<file path="config.mk">
export PLATFORM = sky130hd
export DESIGN_NAME = bounded_substring_search_core
export DESIGN_NICKNAME = d
export VERILOG_FILES = /design/src/hw/rtl/bss_pkg.sv /design/src/hw/rtl/bss_cfg.sv /design/src/hw/rtl/bss_cell.sv /design/src/hw/rtl/bounded_substring_search_core.sv
export SDC_FILE = /design/constraint.sdc
export NUM_CORES = 1
export LEC_CHECK = 0
export BUFFER_PORTS_ARGS = -buffer_cell sky130_fd_sc_hd__buf_2
export CAP_MARGIN = 10
export CELL_PAD_IN_SITES_DETAIL_PLACEMENT = 2
export CELL_PAD_IN_SITES_GLOBAL_PLACEMENT = 2
export CORE_UTILIZATION = 42
export DETAILED_ROUTE_END_ITERATION = 8
export PLACE_DENSITY = 0.91
export SYNTH_ARGS = -nofsm -noshare
export SYNTH_HDL_FRONTEND = slang
export SYNTH_SLANG_ARGS = --single-unit
</file>
<file path="constraint.sdc">
create_clock -name clk -period 9.1 [get_ports clk]
set_input_delay 0.91 -clock clk [delete_from_list [all_inputs] [get_ports clk]]
set_output_delay 0.91 -clock clk [all_outputs]
set_load 0.02 [all_outputs]
</file>
<file path="src/hw/rtl/bss_pkg.sv">
// Shared types, constants and the case-folding function of the substring search block.
package bss_pkg;

    localparam int MAX_PATTERN = 16;
    localparam int OFFSET_BITS = 16;
    localparam int PAT_BYTES   = 16;
    localparam int PAT_IDX_W   = $clog2(PAT_BYTES);
    localparam int LEN_W       = 5;
    localparam int CFG_IDX_W   = 2;
    localparam int CFG_DATA_W  = 64;

    localparam logic [CFG_IDX_W-1:0] CFG_PAT_LOW  = 2'd0;
    localparam logic [CFG_IDX_W-1:0] CFG_PAT_HIGH = 2'd1;
    localparam logic [CFG_IDX_W-1:0] CFG_PAT_LEN  = 2'd2;
    localparam logic [CFG_IDX_W-1:0] CFG_CASE_INS = 2'd3;

    localparam logic [7:0] UPPER_FIRST = 8'h41;
    localparam logic [7:0] UPPER_LAST  = 8'h5A;
    localparam logic [7:0] CASE_DELTA  = 8'h20;

    typedef struct packed {
        logic [7:0] source_byte;
        logic       last_byte;
    } in_item_t;

    typedef struct packed {
        logic        found;
        logic [15:0] match_offset;
    } out_item_t;

    typedef struct packed {
        logic [MAX_PATTERN-1:0][7:0] pat_byte;
        logic [MAX_PATTERN-1:0]      use_en;
        logic [LEN_W-1:0]            len;
        logic                        case_ins;
    } cfg_t;

    function automatic logic [7:0] fold_byte(input logic [7:0] b, input logic case_ins);
        logic [7:0] r;
        r = b;
        if (case_ins && (b >= UPPER_FIRST) && (b <= UPPER_LAST))
        begin
            r = b + CASE_DELTA;
        end
        return r;
    endfunction

endpackage

</file>
<file path="src/hw/rtl/bss_cfg.sv">
// Configuration registers and the per-cell aligned, folded pattern bytes.
module bss_cfg
    import bss_pkg::*;
(
    input  logic                  clk,
    input  logic                  rst_n,
    input  logic                  cfg_write_en,
    input  logic [CFG_IDX_W-1:0]  cfg_index,
    input  logic [CFG_DATA_W-1:0] cfg_data,
    output cfg_t                  cfg
);

    logic [63:0]      pat_low_reg;
    logic [63:0]      pat_high_reg;
    logic [LEN_W-1:0] len_reg;
    logic             case_ins_reg;

    logic [PAT_BYTES-1:0][7:0] pat_all;
    logic [LEN_W-1:0]          len_eff;

    always_ff @(posedge clk or negedge rst_n)
    begin
        if (!rst_n)
        begin
            pat_low_reg  <= '0;
            pat_high_reg <= '0;
            len_reg      <= '0;
            case_ins_reg <= 1'b0;
        end
        else if (cfg_write_en)
        begin
            unique case (cfg_index)
                CFG_PAT_LOW:  pat_low_reg  <= cfg_data[63:0];
                CFG_PAT_HIGH: pat_high_reg <= cfg_data[63:0];
                CFG_PAT_LEN:  len_reg      <= cfg_data[LEN_W-1:0];
                CFG_CASE_INS: case_ins_reg <= cfg_data[0];
                default:      ;
            endcase
        end
    end

    assign pat_all = {pat_high_reg, pat_low_reg};
    assign len_eff = (len_reg > LEN_W'(MAX_PATTERN)) ? LEN_W'(MAX_PATTERN) : len_reg;

    // Cell k holds the byte that must equal pattern byte len-1-k.
    always_comb
    begin
        logic [LEN_W-1:0] idx;
        cfg.len      = len_eff;
        cfg.case_ins = case_ins_reg;
        for (int k = 0; k < MAX_PATTERN; k++)
        begin
            idx            = LEN_W'(len_eff - LEN_W'(1) - LEN_W'(k));
            cfg.use_en[k]  = (LEN_W'(k) < len_eff);
            cfg.pat_byte[k] = fold_byte(pat_all[idx[PAT_IDX_W-1:0]], case_ins_reg);
        end
    end

endmodule

</file>
<file path="src/hw/rtl/bss_cell.sv">
// One window cell: holds a byte, passes it on, and compares the incoming byte.
module bss_cell
    import bss_pkg::*;
(
    input  logic       clk,
    input  logic       rst_n,
    input  logic       shift,
    input  logic       clear,
    input  logic [7:0] prev_byte,
    input  logic [7:0] pat_byte,
    input  logic       use_en,
    input  logic       case_ins,
    output logic [7:0] byte_out,
    output logic       hit
);

    logic [7:0] byte_reg;
    logic [7:0] byte_next;

    always_comb
    begin
        byte_next = byte_reg;
        if (clear)
        begin
            byte_next = '0;
        end
        else if (shift)
        begin
            byte_next = prev_byte;
        end
    end

    always_ff @(posedge clk or negedge rst_n)
    begin
        if (!rst_n)
        begin
            byte_reg <= '0;
        end
        else
        begin
            byte_reg <= byte_next;
        end
    end

    assign byte_out = byte_reg;
    assign hit      = !use_en || (fold_byte(prev_byte, case_ins) == pat_byte);

endmodule

</file>
<file path="src/hw/rtl/bounded_substring_search_core.sv">
// Top level of the streaming first-occurrence substring search.
//
//   channel   signals                          direction
//   in        in_valid, in_ready, in_data      source bytes of a region
//   out       out_valid, out_ready, out_data   found flag and match offset
//   cfg       cfg_write_en, cfg_index, cfg_data  register writes
//
// One byte is taken per cycle; a result appears in the output register in the
// cycle after the byte that causes it. The window compare is done in parallel
// by the chain of cells, so a stall comes only from a held output register.
// Reset clears the configuration, the window, the byte count and out_valid.
module bounded_substring_search_core
    import bss_pkg::*;
(
    input  logic                  clk,
    input  logic                  rst_n,
    input  logic                  in_valid,
    output logic                  in_ready,
    input  in_item_t              in_data,
    output logic                  out_valid,
    input  logic                  out_ready,
    output out_item_t             out_data,
    input  logic                  cfg_write_en,
    input  logic [CFG_IDX_W-1:0]  cfg_index,
    input  logic [CFG_DATA_W-1:0] cfg_data
);

    cfg_t cfg;

    logic [MAX_PATTERN-1:0][7:0] win_byte;
    logic [MAX_PATTERN-1:0][7:0] prev_byte;
    logic [MAX_PATTERN-1:0]      cell_hit;

    logic [OFFSET_BITS-1:0] seen_reg;
    logic [OFFSET_BITS-1:0] seen_next;
    logic [OFFSET_BITS-1:0] seen_inc;
    logic [OFFSET_BITS-1:0] offset;
    logic                   reported_reg;
    logic                   reported_next;
    logic                   out_valid_reg;
    logic                   out_valid_next;
    out_item_t              out_reg;
    out_item_t              out_next;

    logic accept;
    logic shift;
    logic clear;
    logic match;

    bss_cfg u_cfg (
        .clk          (clk),
        .rst_n        (rst_n),
        .cfg_write_en (cfg_write_en),
        .cfg_index    (cfg_index),
        .cfg_data     (cfg_data),
        .cfg          (cfg)
    );

    assign in_ready = !out_valid_reg || out_ready;
    assign accept   = in_valid && in_ready;
    assign shift    = accept && !reported_reg;
    assign clear    = accept && in_data.last_byte;

    genvar k;
    generate
        for (k = 0; k < MAX_PATTERN; k++)
        begin : g_cell
            if (k == 0)
            begin : g_head
                assign prev_byte[k] = in_data.source_byte;
            end
            else
            begin : g_body
                assign prev_byte[k] = win_byte[k-1];
            end

            bss_cell u_cell (
                .clk       (clk),
                .rst_n     (rst_n),
                .shift     (shift),
                .clear     (clear),
                .prev_byte (prev_byte[k]),
                .pat_byte  (cfg.pat_byte[k]),
                .use_en    (cfg.use_en[k]),
                .case_ins  (cfg.case_ins),
                .byte_out  (win_byte[k]),
                .hit       (cell_hit[k])
            );
        end
    endgenerate

    assign seen_inc = (seen_reg == '1) ? seen_reg : seen_reg + OFFSET_BITS'(1);
    assign offset   = (cfg.len == '0) ? '0 : seen_inc - OFFSET_BITS'(cfg.len);
    assign match    = (cfg.len == '0)
                   || ((seen_inc >= OFFSET_BITS'(cfg.len)) && (&cell_hit));

    always_comb
    begin
        seen_next      = seen_reg;
        reported_next  = reported_reg;
        out_valid_next = out_valid_reg && !out_ready;
        out_next       = out_reg;
        if (shift)
        begin
            seen_next = seen_inc;
            if (match)
            begin
                reported_next         = 1'b1;
                out_valid_next        = 1'b1;
                out_next.found        = 1'b1;
                out_next.match_offset = 16'(offset);
            end
            else if (in_data.last_byte)
            begin
                out_valid_next        = 1'b1;
                out_next.found        = 1'b0;
                out_next.match_offset = '0;
            end
        end
        if (clear)
        begin
            seen_next     = '0;
            reported_next = 1'b0;
        end
    end

    always_ff @(posedge clk or negedge rst_n)
    begin
        if (!rst_n)
        begin
            seen_reg      <= '0;
            reported_reg  <= 1'b0;
            out_valid_reg <= 1'b0;
        end
        else
        begin
            seen_reg      <= seen_next;
            reported_reg  <= reported_next;
            out_valid_reg <= out_valid_next;
        end
    end

    always_ff @(posedge clk)
    begin
        out_reg <= out_next;
    end

    assign out_valid = out_valid_reg;
    assign out_data  = out_reg;

    a_notfound_zero: assert property (@(posedge clk) disable iff (!rst_n)
        (out_valid && !out_data.found) |-> (out_data.match_offset == '0))
        else $error("not-found result carries a nonzero offset");

    a_region_clear: assert property (@(posedge clk) disable iff (!rst_n)
        (in_valid && in_ready && in_data.last_byte) |=> (seen_reg == '0 && !reported_reg))
        else $error("region state not cleared after the last byte");

    a_reported_seen: assert property (@(posedge clk) disable iff (!rst_n)
        reported_reg |-> (seen_reg != '0))
        else $error("result reported with no byte counted");

    a_ready_rule: assert property (@(posedge clk) disable iff (!rst_n)
        in_ready == (!out_valid || out_ready))
        else $error("input ready does not follow the output register state");

endmodule

</file>
==> reports/results.txt, run 1 <==
CP Class: reg -> reg
PwrDens: 333.5 nW/um2
R2R Path Start: u_cfg.len_reg[4]
Post-Syn Instances: 2380
ratio of cells with drive above 1 in the final layout: 0.2209
core area: 57700 um2
Critical Path AT: 8.03 ns
DP HPWL: 82.90 mm
Ant. Diodes: 0
row count: 88
RR Endpoint: out_data[8]
vias per inst: 7.087
area taken by multi-input logic gates: 16250 um2
total leakage power: 11.12 nW
gr usage total: 0.3759
Max IR drop VDD: 286.2 uV
Post-Route WL: 111.8 mm
clock slew at reported path FFs: 0.07 ns
drt wl/cell: 35.05 um
crit end category: flop
fin. max-slew vios: 0
final net count: 2527
total internal power: 4.456 mW
CP required: 9.35 ns
area delta synth->final: 9.184%
Post-synth EDFFs: 17
Netlist cell types: 104
Die Wd: 243.6 um
Worst Tran Pin Value: 1.218 ns
Max clock buf depth: 3
Seq cells post-synth: 289
Final Wtd Congestion: 0.9966
asr flop ratio synth: 0.9412
FF-to-FF path depth: 17
Inserted Clock Buffers: 35
Seq. cell area: 7322 um2
Post-route DRC: 0
Port Buffers: 98
drt pass-1 iters: 6
dominant synthesized flop cell: dfrtp_1
Die Area: 59330 um2
fin crit period: 7.779 ns
Reg2Reg Setup Slack: 1.32 ns
grt ovf: 0
Clock Skews: 0.03059 ns
worst skew pair latency: 0.58 ns
Power Total: 8.924 mW
initial antenna violation count: 3
worst rel slew slack: 0.1879
Filler Cells Inserted: 5981
register area share after synthesis: 0.2985
initial core utilization: 0.4248
Post-Syn Area: 24510 um2
crit share post-route: 0.8549
clock power share: 0.167
Synth Net Count: 2507
first-pass GRT wire length: 166.6 mm
min-delay worst type: in -> async
Resize count post-CTS: 0
antenna viol nets, final: 0
via count: 22614
Die Span Y: 243.6 um
outcome: complete, no violations
Comb pwr share: 0.636
initial detailed-routing violation count: 2329
Post-Route Setup TNS: 0 ns
syn_area_per_cell: 10.30 um2
Largest register FFs: 120
Sink Count: 289
H-tree levels: 2
TritonCTS clock tree: done
I/O pins: 99
hold_buf cts: 0
final hold vios: 0
Seq pwr share: 0.197
final setup violation count: 0
Synthesis Warnings: 0
vias in the first global route: 24311
Max Fclk: 128.5 MHz
Max FO, Critical Path: 28
largest net degree at the start of global routing: 94
RSZ-0062 raised after global routing: false
clock tree root driver cell: clkbuf_16
Psw: 4.468 mW
switching portion of total power: 0.5006
final core occ: 0.4638
Max Cap Viol: 0
postcts setup bufs: 0
Worst setup SP type: flop
synth_stat cells (42+ instances only):
master,instances,share of area
buf_2,46,0.0094
mux2_2,170,0.078
nor2_1,112,0.017
a22o_1,124,0.044
mux2i_1,221,0.090
nand2_1,126,0.019
nand3_1,82,0.017
clkbuf_1,75,0.011
xnor2_1,80,0.029
dfrtp_1,272,0.28
a21oi_1,79,0.016
mux4_2,110,0.10
inv_1,46,0.0070
xor2_1,64,0.023
o21ai_0,75,0.015
ha_1,46,0.023
nor3_1,42,0.0086
how the worst max path moves through the flow:
stage | start | to | slack, ns | depth (start not counted)
6_report | u_cfg.len_reg[4] | out_data[8] | 1.32 | 17
5_1_grt | u_cfg.len_reg[4] | out_data[12] | 1.11 | 17
4_1_cts | u_cfg.len_reg[4] | out_data[9] | 1.46 | 19
3_5_place_dp | u_cfg.len_reg[4] | out_data[10] | 1.49 | 17
3_3_place_gp | u_cfg.len_reg[4] | out_data[5] | 1.71 | 17
2_1_floorplan | u_cfg.len_reg[4] | out_data[0] | 2.38 | 22
routing by layer:
metal,global-route usage,part of all wire,routed length [um],vias to the layer above
met5,0,0.00017,19,-
met4,0.2099,0.066,7333,2
met3,0.07204,0.076,8505,337
met2,0.6169,0.47,52350,1195
met1,0.4637,0.39,43630,11819
li1,-,-,-,9261
power by group through the flow:
stage | Combinational, mW | Sequential, mW | Clock (mW)
3_5_place_dp | 5.46 | 1.75 | 0
3_3_place_gp | 5.19 | 1.72 | 0
2_1_floorplan | 3.82 | 1.60 | 0
5_1_grt | 5.94 | 1.76 | 1.54
6_report | 5.67 | 1.76 | 1.49
4_1_cts | 5.53 | 1.74 | 1.51
layout make-up:
| cell class | count | area share |
|---|---|---|
| clock buffers | 46 | 0.03694 |
| clock inverters | 17 | 0.006779 |
| inverters | 50 | 0.007107 |
| multi-input cells | 1879 | 0.6073 |
| flip-flops and latches | 289 | 0.2736 |
| well taps | 765 | 0.03577 |
| repair buffers | 145 | 0.03245 |
per-stage QoR:
| stage | cells | hold slack (ns) | worst slack, ns | area [um2] |
|---|---|---|---|---|
| final | 3191 | 0.2938 | 1.321 | 26760 |
| after global routing | 3191 | 0.3483 | 1.114 | 26760 |
| after CTS | 3190 | 0.3279 | 1.464 | 26740 |
| after detailed placement | 3127 | 0.5495 | 1.491 | 25570 |
| after global placement | 3126 | 0.5102 | 1.711 | 25560 |
| after floorplan | 2380 | 0.4884 | 2.377 | 24510 |
worst max-delay path, cell delays in order, from the launching register on:
cell and delay, ns:
dfrtp_2 0.76, nand2b_2 0.62, ha_1 0.48, nand2_1 0.20, and4_1 0.49, nor2_4 0.22, buf_4 0.35, mux4_2 0.61
mux2i_1 0.32, ha_1 0.29, or4b_1 0.51, nand2_1 0.10, xor2_1 0.07, nor4_1 0.80, o2111ai_1 0.25, or4_4 0.75
a211oi_2 0.29, buf_4 0.30
kinds of logic after synthesis:
group	share of synthesized area
compound gates	0.1607
xor+xnor	0.06070
fa+ha+maj	0.02430
buf+inv	0.04028
flops	0.2985
mux	0.2718
simple gates	0.1437
cell usage in the layout (no fill, tap or decap), types with 14 or more instances in the layout:
master     instances
and3_1            20
buf_4             45
o21ai_0           75
nand4_1           23
nor3_1            41
nand2b_1          24
xnor2_1           78
nand3_1           82
dfrtp_1          270
mux2_2           170
buf_2             97
nand2_1          126
and3b_1           14
ha_1              45
nor2b_1           19
nor2_1           112
mux2i_1          221
o22ai_1           17
o2111ai_1         22
and2_1            15
inv_1             46
xor2_1            64
clkbuf_16         36
a31oi_1           15
a21o_1            23
edfxtp_1          17
nor3_2            17
or4_1             18
nor3b_1           22
a2111oi_0         17
mux4_2           110
a22o_1           124
a21oi_1           79
nor4_1            25
Power figures use the tool's default switching activity.
==> run 2, diff against run 1 <==
- CORE_UTILIZATION: 42 -> 43
- CTS_BUF_LIST: not set -> sky130_fd_sc_hd__clkbuf_2
- PLACE_DENSITY: 0.91 -> 0.93
==> run 2 against run 1 <==
Clock skew up 0.062 ns. Sequential share of layout area down 0.29 points. Largest cell class unchanged. Sequential power up 4%. Global-route usage up 6.3 points. Critical endpoint is now out_data[13]. Largest power group unchanged. Critical path depth up 3. First-iteration DRC count up 33%.
==> reports/results.txt, run 2 (synthesis results as in run 1) <==
area taken by multi-input logic gates: 16260 um2 (was 16250 um2)
switching portion of total power: 0.5442 (was 0.5006)
worst rel slew slack: 0.04726 (was 0.1879)
Clock Skews: 0.09292 ns (was 0.03059 ns)
clock tree root driver cell: clkbuf_2 (was clkbuf_16)
RSZ-0062 raised after global routing: false (unchanged)
Inserted Clock Buffers: 82 (was 35)
outcome: complete, no violations (unchanged)
CP required: 9.90 ns (was 9.35 ns)
H-tree levels: 3 (was 2)
initial antenna violation count: 12 (was 3)
GRT busiest layer: met2 (unchanged)
core area: 56390 um2 (was 57700 um2)
drt wl/cell: 38.54 um (was 35.05 um)
initial core utilization: 0.4347 (was 0.4248)
Post-Route WL: 128.8 mm (was 111.8 mm)
Largest register FFs: 120 (unchanged)
Filler Cells Inserted: 5857 (was 5981)
R2R Path Start: u_cfg.len_reg[4] (unchanged)
total leakage power: 11.42 nW (was 11.12 nW)
area delta synth->final: 10.32% (was 9.184%)
Slowest-stage cell, CP: dfrtp_1 (was nor4_1)
initial detailed-routing violation count: 3100 (was 2329)
crit end category: flop (unchanged)
M3 GR Usage: 0.1649 (was 0.07204)
Final Wtd Congestion: 1.023 (was 0.9966)
first-pass GRT wire length: 183.7 mm (was 166.6 mm)
via count: 24794 (was 22614)
vias per inst: 7.417 (was 7.087)
Max clock buf depth: 3 (unchanged)
most frequent cells in the layout: 271 x dfrtp_1, 220 x mux2i_1, 170 x mux2_2 (was 270 x dfrtp_1, 221 x mux2i_1, 170 x mux2_2)
Max FO, Critical Path: 47 (was 28)
total internal power: 4.074 mW (was 4.456 mW)
setup slack after layout: 1.041 ns (was 1.321 ns)
Die Span Y: 240.7 um (was 243.6 um)
Power Total: 8.937 mW (was 8.924 mW)
antenna viol nets, final: 0 (unchanged)
met1 GRT Util: 0.4924 (was 0.4637)
clock power share: 0.127 (was 0.167)
drt pass-1 iters: 6 (unchanged)
crit-path most repeated cell: inv_1
largest net degree at the start of global routing: 88 (was 94)
grt ovf: 0 (unchanged)
Hold Crit Start: cfg_data[0]
Post-route DRC: 0 (unchanged)
PwrDens: 330.5 nW/um2 (was 333.5 nW/um2)
fin crit period: 8.059 ns (was 7.779 ns)
Max Cap Viol: 0 (unchanged)
Seq. cell area: 7321 um2 (was 7322 um2)
pre-CTS setup slack: 1.603 ns (was 1.491 ns)
Max Fclk: 124.1 MHz (was 128.5 MHz)
I/O pins: 99 (unchanged)
Critical Path AT: 8.86 ns (was 8.03 ns)
Comb pwr share: 0.668 (was 0.636)
crit-path cells: nor2b_4 > inv_4 > ha_2 > nor3b_1 > a2111oi_0 > o221ai_1 > xnor2_2 > mux2i_1 > mux2_2 > inv_1 > ha_1 > inv_1 > o31a_1 > a311oi_1 > nand4_1 > o41ai_1 > o2111ai_1 > or4_4 > a211oi_2 > buf_4 (was nand2b_2 > ha_1 > nand2_1 > and4_1 > nor2_4 > buf_4 > mux4_2 > mux2i_1 > ha_1 > or4b_1 > nand2_1 > xor2_1 > nor4_1 > o2111ai_1 > or4_4 > a211oi_2 > buf_4)
ratio of cells with drive above 1 in the final layout: 0.2400 (was 0.2209)
Die Area: 57960 um2 (was 59330 um2)
DP HPWL: 84.15 mm (was 82.90 mm)
fin. max-slew vios: 0 (unchanged)
min-delay worst type: in -> reg (was in -> async)
Worst setup SP type: flop (unchanged)
row count: 87 (was 88)
clock slew at reported path FFs: 0.13 ns (was 0.07 ns)
final net count: 2640 (was 2527)
slowest stage delay, CP: 1.05 ns (was 0.80 ns)
Post-Route Setup TNS: 0 ns (unchanged)
Sink Count: 289 (unchanged)
Max IR drop VDD: 188.4 uV (was 286.2 uV)
Die Wd: 240.7 um (was 243.6 um)
Resize count post-CTS: 0 (unchanged)
worst skew pair latency: 1.20 ns (was 0.58 ns)
Psw: 4.863 mW (was 4.468 mW)
crit share post-route: 0.8856 (was 0.8549)
vias in the first global route: 26181 (was 24311)
Seq pwr share: 0.205 (was 0.197)
final hold vios: 0 (unchanged)
Critical Path Source: u_cfg.len_reg[4] (unchanged)
Worst Tran Pin Value: 1.426 ns (was 1.218 ns)
CP Class: reg -> reg (unchanged)
Port Buffers: 98 (unchanged)
most common cell after layout, fill and taps aside: dfrtp_1 (unchanged)
gr usage total: 0.4393 (was 0.3759)
final setup violation count: 0 (unchanged)
routing usage on met2: 0.6703 (was 0.6169)
TritonCTS clock tree: done (unchanged)
-- run 2: cell types whose count changed in the layout (fill, tap and decap cells not counted), moves of 7 or more --
cell	before	now
diode_2	0	12
clkinv_1	5	17
buf_4	45	52
dlygate4sd3_1	0	61
clkbuf_16	36	0
clkbuf_2	0	120
-- run 2: critical path, delay by kind of cell (launching register included) --
family          cells  cell delay (ns)
xor+xnor            1             0.87
fa+ha+maj           2             0.77
simple gates        4             1.21
mux                 2             0.55
compound gates      7             2.12
flops               1             1.05
buf+inv             4             1.13
-- run 2: area by class of cell --
class | count | share of cell area
multi-input combinational | 1879 | 0.6014
sequential | 289 | 0.2707
timing repair buffer | 211 | 0.05553
tap | 756 | 0.03498
clock buffer | 120 | 0.02221
inverter | 50 | 0.007033
clock inverter | 26 | 0.006987
antenna | 12 | 0.001111
-- run 2: timing repair --
item	4_1_cts	5_1_grt
hold buffers	59	2
setup buffers	0	0
hold endpoints to repair	182	3
-- run 2: power by group through the flow --
stage,clock [mW],sequential (mW),combinational [mW]
floorplan,0,1.60,3.82
global placement,0,1.72,5.16
detailed placement,0,1.76,5.48
CTS,1.11,1.75,5.57
global route,1.21,1.80,6.14
finish,1.14,1.83,5.97
-- run 2: per-layer routing --
metal | vias to the layer above | part of all wire
met5 | - | 0.00023
met4 | 4 | 0.098
met3 | 838 | 0.11
met2 | 1955 | 0.44
met1 | 12474 | 0.35
li1 | 9523 | -
-- run 2: metrics by stage --
stage            util  hold WS (ns)  area, um2  instances
6_report       0.4795       0.03654      27040       3343
5_1_grt        0.4793      -0.01156      27030       3338
4_1_cts        0.4782      0.002543      26960       3327
3_5_place_dp   0.4537        0.5279      25580       3122
3_3_place_gp   0.4537        0.5127      25580       3122
2_1_floorplan       -        0.4884      24510       2380
-- run 2: final timing paths --
path | to | slack (ns) | cells past startpoint
setup / recovery | out_data[13] | 1.04 | 20
hold / removal | u_cfg.len_reg[0] | 0.04 | 2
min in group asynchronous | seen_reg[11] | 0.34 | 2
setup reg to reg | out_data[13] | 1.04 | 20
max in group asynchronous | u_cfg.pat_high_reg[44] | 6.50 | 4
hold reg to reg | seen_reg[8] | 0.55 | 2
